`config.mk`:
```
export PLATFORM = sky130hd
export DESIGN_NAME = wlr_div_cell
export DESIGN_NICKNAME = d
export VERILOG_FILES = /design/src/sv/wlr_pkg.sv /design/src/sv/wlr_div_cell.sv
export SDC_FILE = /design/constraint.sdc
export NUM_CORES = 1
export LEC_CHECK = 0
export BUFFER_PORTS_ARGS = -buffer_cell sky130_fd_sc_hd__buf_4
export CAP_MARGIN = 20
export CORE_ASPECT_RATIO = 0.8
export CORE_UTILIZATION = 53
export DETAILED_ROUTE_END_ITERATION = 12
export PLACE_DENSITY = 0.86
export SYNTH_ARGS = -nofsm -noshare
export SYNTH_HDL_FRONTEND = slang
export SYNTH_SLANG_ARGS = --single-unit
```
`constraint.sdc`:
```
create_clock -name i_clk -period 7.6 [get_ports i_clk]
set_input_delay 1.14 -clock i_clk [delete_from_list [all_inputs] [get_ports i_clk]]
set_output_delay 1.14 -clock i_clk [all_outputs]
set_load 0.02 [all_outputs]
```
`src/sv/wlr_pkg.sv`:
```
`timescale 1ns / 1ps

package wlr_pkg;

    localparam int STEP_W          = 32;
    localparam int RATE_W          = 32;
    localparam int FRAC_W          = 16;
    localparam int V_W             = FRAC_W + 1;
    localparam int COS_TABLE_DEPTH = 256;
    localparam int IDX_W           = $clog2(COS_TABLE_DEPTH + 1);
    localparam int POS_W           = V_W + IDX_W;
    localparam int PROD_W          = STEP_W + RATE_W;
    localparam int SPAN_W          = RATE_W + V_W;
    localparam int CFG_IDX_W       = 3;

    localparam logic [CFG_IDX_W-1:0] REG_PEAK   = 3'd0;
    localparam logic [CFG_IDX_W-1:0] REG_FLOOR  = 3'd1;
    localparam logic [CFG_IDX_W-1:0] REG_WARMUP = 3'd2;
    localparam logic [CFG_IDX_W-1:0] REG_TOTAL  = 3'd3;

    localparam logic [RATE_W-1:0] PEAK_RESET   = 32'd268435;
    localparam logic [RATE_W-1:0] FLOOR_RESET  = 32'd26844;
    localparam logic [STEP_W-1:0] WARMUP_RESET = STEP_W'(0);
    localparam logic [STEP_W-1:0] TOTAL_RESET  = STEP_W'(1);

    localparam logic [1:0] MODE_INVALID = 2'd0;
    localparam logic [1:0] MODE_WARM    = 2'd1;
    localparam logic [1:0] MODE_FLOOR   = 2'd2;
    localparam logic [1:0] MODE_DECAY   = 2'd3;

    localparam logic [V_W-1:0] ONE_Q16 = V_W'(65536);
    localparam logic [63:0] PI_Q30  = 64'd3373259426;
    localparam logic [63:0] ONE_Q30 = 64'd1073741824;

    typedef struct packed {
        logic [1:0] mode;
        logic       full;
    } t_tag;

    typedef struct packed {
        logic [STEP_W-1:0] rem;
        logic [RATE_W-1:0] acc;
        logic [STEP_W-1:0] dvsr;
        t_tag              tag;
    } t_div;

    typedef logic [COS_TABLE_DEPTH:0][V_W-1:0] t_rom;

    function automatic logic [63:0] series_div(input logic [63:0] a, input int i);
        logic [63:0] q;
        case (i)
            1:       q = a / 2;
            2:       q = a / 12;
            3:       q = a / 30;
            4:       q = a / 56;
            5:       q = a / 90;
            6:       q = a / 132;
            7:       q = a / 182;
            8:       q = a / 240;
            9:       q = a / 306;
            default: q = a / 380;
        endcase
        return q;
    endfunction

    function automatic logic [63:0] cos_quarter(input logic [63:0] k);
        logic [63:0]        x;
        logic [63:0]        x2;
        logic [63:0]        term;
        logic signed [65:0] sum;
        x    = (PI_Q30 * k) / COS_TABLE_DEPTH;
        x2   = (x * x) >> 30;
        term = ONE_Q30;
        sum  = $signed({2'b00, ONE_Q30});
        for (int i = 1; i <= 10; i++) begin
            term = series_div((term * x2) >> 30, i);
            if ((i % 2) == 1) begin
                sum = sum - $signed({2'b00, term});
            end else begin
                sum = sum + $signed({2'b00, term});
            end
        end
        if (sum < 0) begin
            sum = '0;
        end
        if (sum > $signed({2'b00, ONE_Q30})) begin
            sum = $signed({2'b00, ONE_Q30});
        end
        return sum[63:0];
    endfunction

    function automatic t_rom build_rom();
        t_rom        rom;
        logic [63:0] half;
        for (int k = 0; k <= COS_TABLE_DEPTH; k++) begin
            if (2 * k <= COS_TABLE_DEPTH) begin
                half = ONE_Q30 + cos_quarter(64'(k));
            end else begin
                half = ONE_Q30 - cos_quarter(64'(COS_TABLE_DEPTH - k));
            end
            rom[k] = V_W'((half + 64'd16384) >> 15);
        end
        return rom;
    endfunction

    localparam t_rom COS_ROM = build_rom();

endpackage

```
`src/sv/wlr_div_cell.sv`:
```
`timescale 1ns / 1ps

module wlr_div_cell (
    input  logic          i_clk,
    input  logic          i_rst_n,
    input  logic          i_en,
    input  logic          i_valid,
    input  wlr_pkg::t_div i_div,
    output logic          o_valid,
    output wlr_pkg::t_div o_div
);
    import wlr_pkg::*;

    logic              r_valid;
    t_div              r_div;
    t_div              n_div;
    logic [STEP_W:0]   w_trial;
    logic [STEP_W:0]   w_diff;
    logic              w_ge;

    always_comb begin
        w_trial = {i_div.rem, i_div.acc[RATE_W-1]};
        w_diff  = w_trial - {1'b0, i_div.dvsr};
        w_ge    = w_trial >= {1'b0, i_div.dvsr};
        n_div      = i_div;
        n_div.rem  = w_ge ? w_diff[STEP_W-1:0] : w_trial[STEP_W-1:0];
        n_div.acc  = {i_div.acc[RATE_W-2:0], w_ge};
    end

    always_ff @(posedge i_clk) begin
        if (!i_rst_n) begin
            r_valid <= 1'b0;
        end else if (i_en) begin
            r_valid <= i_valid;
        end
    end

    always_ff @(posedge i_clk) begin
        if (i_en) begin
            r_div <= n_div;
        end
    end

    assign o_valid = r_valid;
    assign o_div   = r_div;

endmodule

```
==> summary.txt <==
Rel. slew slack: 32.4%
Worst-Skew Late Latency: 350 ps
post-synthesis cell type count: 48
RSZ-0062 raised after global routing: false
synthesized flop and latch total: 100
Iteration-0 DRC Markers: 293
wire length per cell: 17.8 um
ANT cells: 0
Post-DRT Antenna Nets: 0
area grow syn2layout: 35.9%
final worst-path cycle share: 60.7%
Worst-Margin Slew: 1010 ps
largest net degree at the start of global routing: 69
pwr dens: 220 nW/um2
initial antenna violation count: 0
DRC Markers: 0
I/O Buffers: 202
post-CTS setup buffers: 0
NumNets Final: 779
WP data required: 7700 ps
ratio of cells with drive above 1 in the final layout: 35.5%
drt first pass iters: 5
Die X: 113 um
gr ovfl total: 0
commonest cells in the netlist: edfxtp_1 (99), a21oi_1 (54), inv_1 (38)
clock sinks: 100
Via Count: 4,240
CP Class: primary input to flip-flop
die area: 10,200 um2
CP Max Fanout: 31
deepest clock path buffer count: 2
hold_buf cts: 0
cell count after synthesis: 445
cell accounting for the most synthesized area: edfxtp_1
largest family of logic cells by synthesized area: compound AO/OA/AOI/OAI gates
Synth Area in Simple Gates: 8.80%
row count: 31
cts bufs inserted: 9
core area: 9310 um2
Synth Warn #: 0
most frequent cell after synthesis: edfxtp_1
status: finished, final reports clean
Final Max Slew Viols: 0
CTS tree: built
final hold violation count: 0
Hold WC Path Type: flip-flop to flip-flop
gr usage total: 26.8%
WP data arrival: 4720 ps
first-pass GRT wire length: 21,000 um
syn nets: 581
met1 GRT Util: 31.6%
mux cell area share after synthesis: 2.73%
chip height: 90.7 um
Root Driver: clkbuf_16
GR Util met3: 8.19%
fill count: 643
vias in the first global route: 4,140
Synth Area in Adders: 8.06%
CP endpoint kind: flip-flop
mean post-synth cell area: 11.7 um2
Max Cap Viol: 0
ys async rst share: 0%
Worst setup SP type: primary input
most used routing layer: met2
Post-synth EDFFs: 99
TNS Setup: 0 ps
main flop type after synthesis: edfxtp_1
Period minus WS final: 4620 ps
GR Layer Usage met2: 46.5%
Yosys top cell area share: 57.0%
Max Fclk: 0.217 GHz
sequential-to-total area share from yosys stat: 57.4%
total wire length: 13,600 um
Pwr Total: 1.56 mW
post-DP HPWL: 10,600 um
ranking of synthesized cells by area: edfxtp_1 (57%), ha_1 (7.7%), a21oi_1 (5.2%), inv_1 (2.7%), xnor2_1 (2.7%)
Pleak: 3.15 nW
starting density of the core: 56.0%
Post-Synth XOR/XNOR Area: 4.53%
H-tree depth: 3
Syn Std Cell Area: 5220 um2
final setup fails: 0
Clock transition at path regs: 70 ps
Top Ports: 203
post-CTS sizing: 0
Worst VDD drop: 0.000163 V
routability cong.: 0.879
Worst Clk Skew: 0 ps
Synth Area in Compound Gates: 14.1%
via density per instance: 5.56
through the flow:
stage               std cells  cell area, um2  util (%)  hold slack [ps]  worst slack [ps]
floorplan                 445            5220         -              589              3680
global placement          747            6810      73.1              500              2720
detailed placement        747            6810      73.1              518              2620
CTS                       763            7090      76.2              532              2990
global route              763            7090      76.2              583              2740
finish                    763            7090      76.2              533              2980
layer usage:
| metal | share of wire [%] | wire (um) |
|---|---|---|
| met5 | 0 | 0 |
| met3 | 9.0 | 1220 |
| met4 | 2.1 | 288 |
| met2 | 49 | 6700 |
| met1 | 39 | 5340 |
sequential cells by signal, indices dropped and copies added, names as in the netlist:
register	cells
o_div	99
o_valid	1
power breakdown:
part / internal, mW / switching, mW / leakage (nW)
Sequential: 0.678 / 0.0170 / 0.978
Clock: 0.229 / 0.215 / 0.133
Combinational: 0.186 / 0.239 / 2.03
critical path, stage by stage:
cell	delay [ps]
buf_4	90
inv_1	30
ha_1	400
nand4_1	210
or4_1	530
a21oi_1	120
nor3_1	80
a211oi_2	250
o21ai_2	160
o31ai_4	870
buf_4	440
mux2_1	360
path summary, 6_finish.rpt:
path | start | endpoint | slack [ps] | cells after the start
max | i_div[10] | o_div[90]$_DFFE_PP_ | 2980 | 12
min | o_valid$_SDFFE_PN0P_ | o_valid$_SDFFE_PN0P_ | 530 | 2
max reg2reg | o_valid$_SDFFE_PN0P_ | o_valid$_SDFFE_PN0P_ | 7010 | 2
min reg2reg | o_valid$_SDFFE_PN0P_ | o_valid$_SDFFE_PN0P_ | 530 | 2
logic make-up after synthesis:
logic type               Yosys count
XOR/XNOR                          27
AND/OR/NAND/NOR                   99
multiplexers                      13
AO/OA/AOI/OAI                    118
flip-flops                       100
buffers and inverters             55
adder cells (fa/ha/maj)           33
placed cells by master (no fill, tap or decap), drive strengths merged, types with 5 or more instances in the layout:
cell | netlist | routed
edfxtp | 99 | 99
nand2 | 27 | 27
a21oi | 54 | 54
clkbuf | 6 | 10
o21ai | 17 | 17
a21o | 12 | 12
mux2 | 10 | 10
xnor2 | 16 | 16
o21a | 6 | 6
inv | 38 | 41
xor2 | 11 | 11
nand4 | 7 | 7
nand3 | 8 | 8
ha | 32 | 32
nor2 | 36 | 36
buf | 11 | 204
a31oi | 5 | 5
cell type report:
type | count | area [um2] | share of cell area, %
clock inverter | 6 | 55.1 | 0.777
multi-input combinational | 290 | 1990 | 28.1
sequential | 100 | 2990 | 42.2
inverter | 38 | 143 | 2.01
tap | 115 | 144 | 2.03
timing repair buffer | 204 | 1530 | 21.6
clock buffer | 10 | 229 | 3.23
No activity file was read; power rests on OpenSTA's default activity.
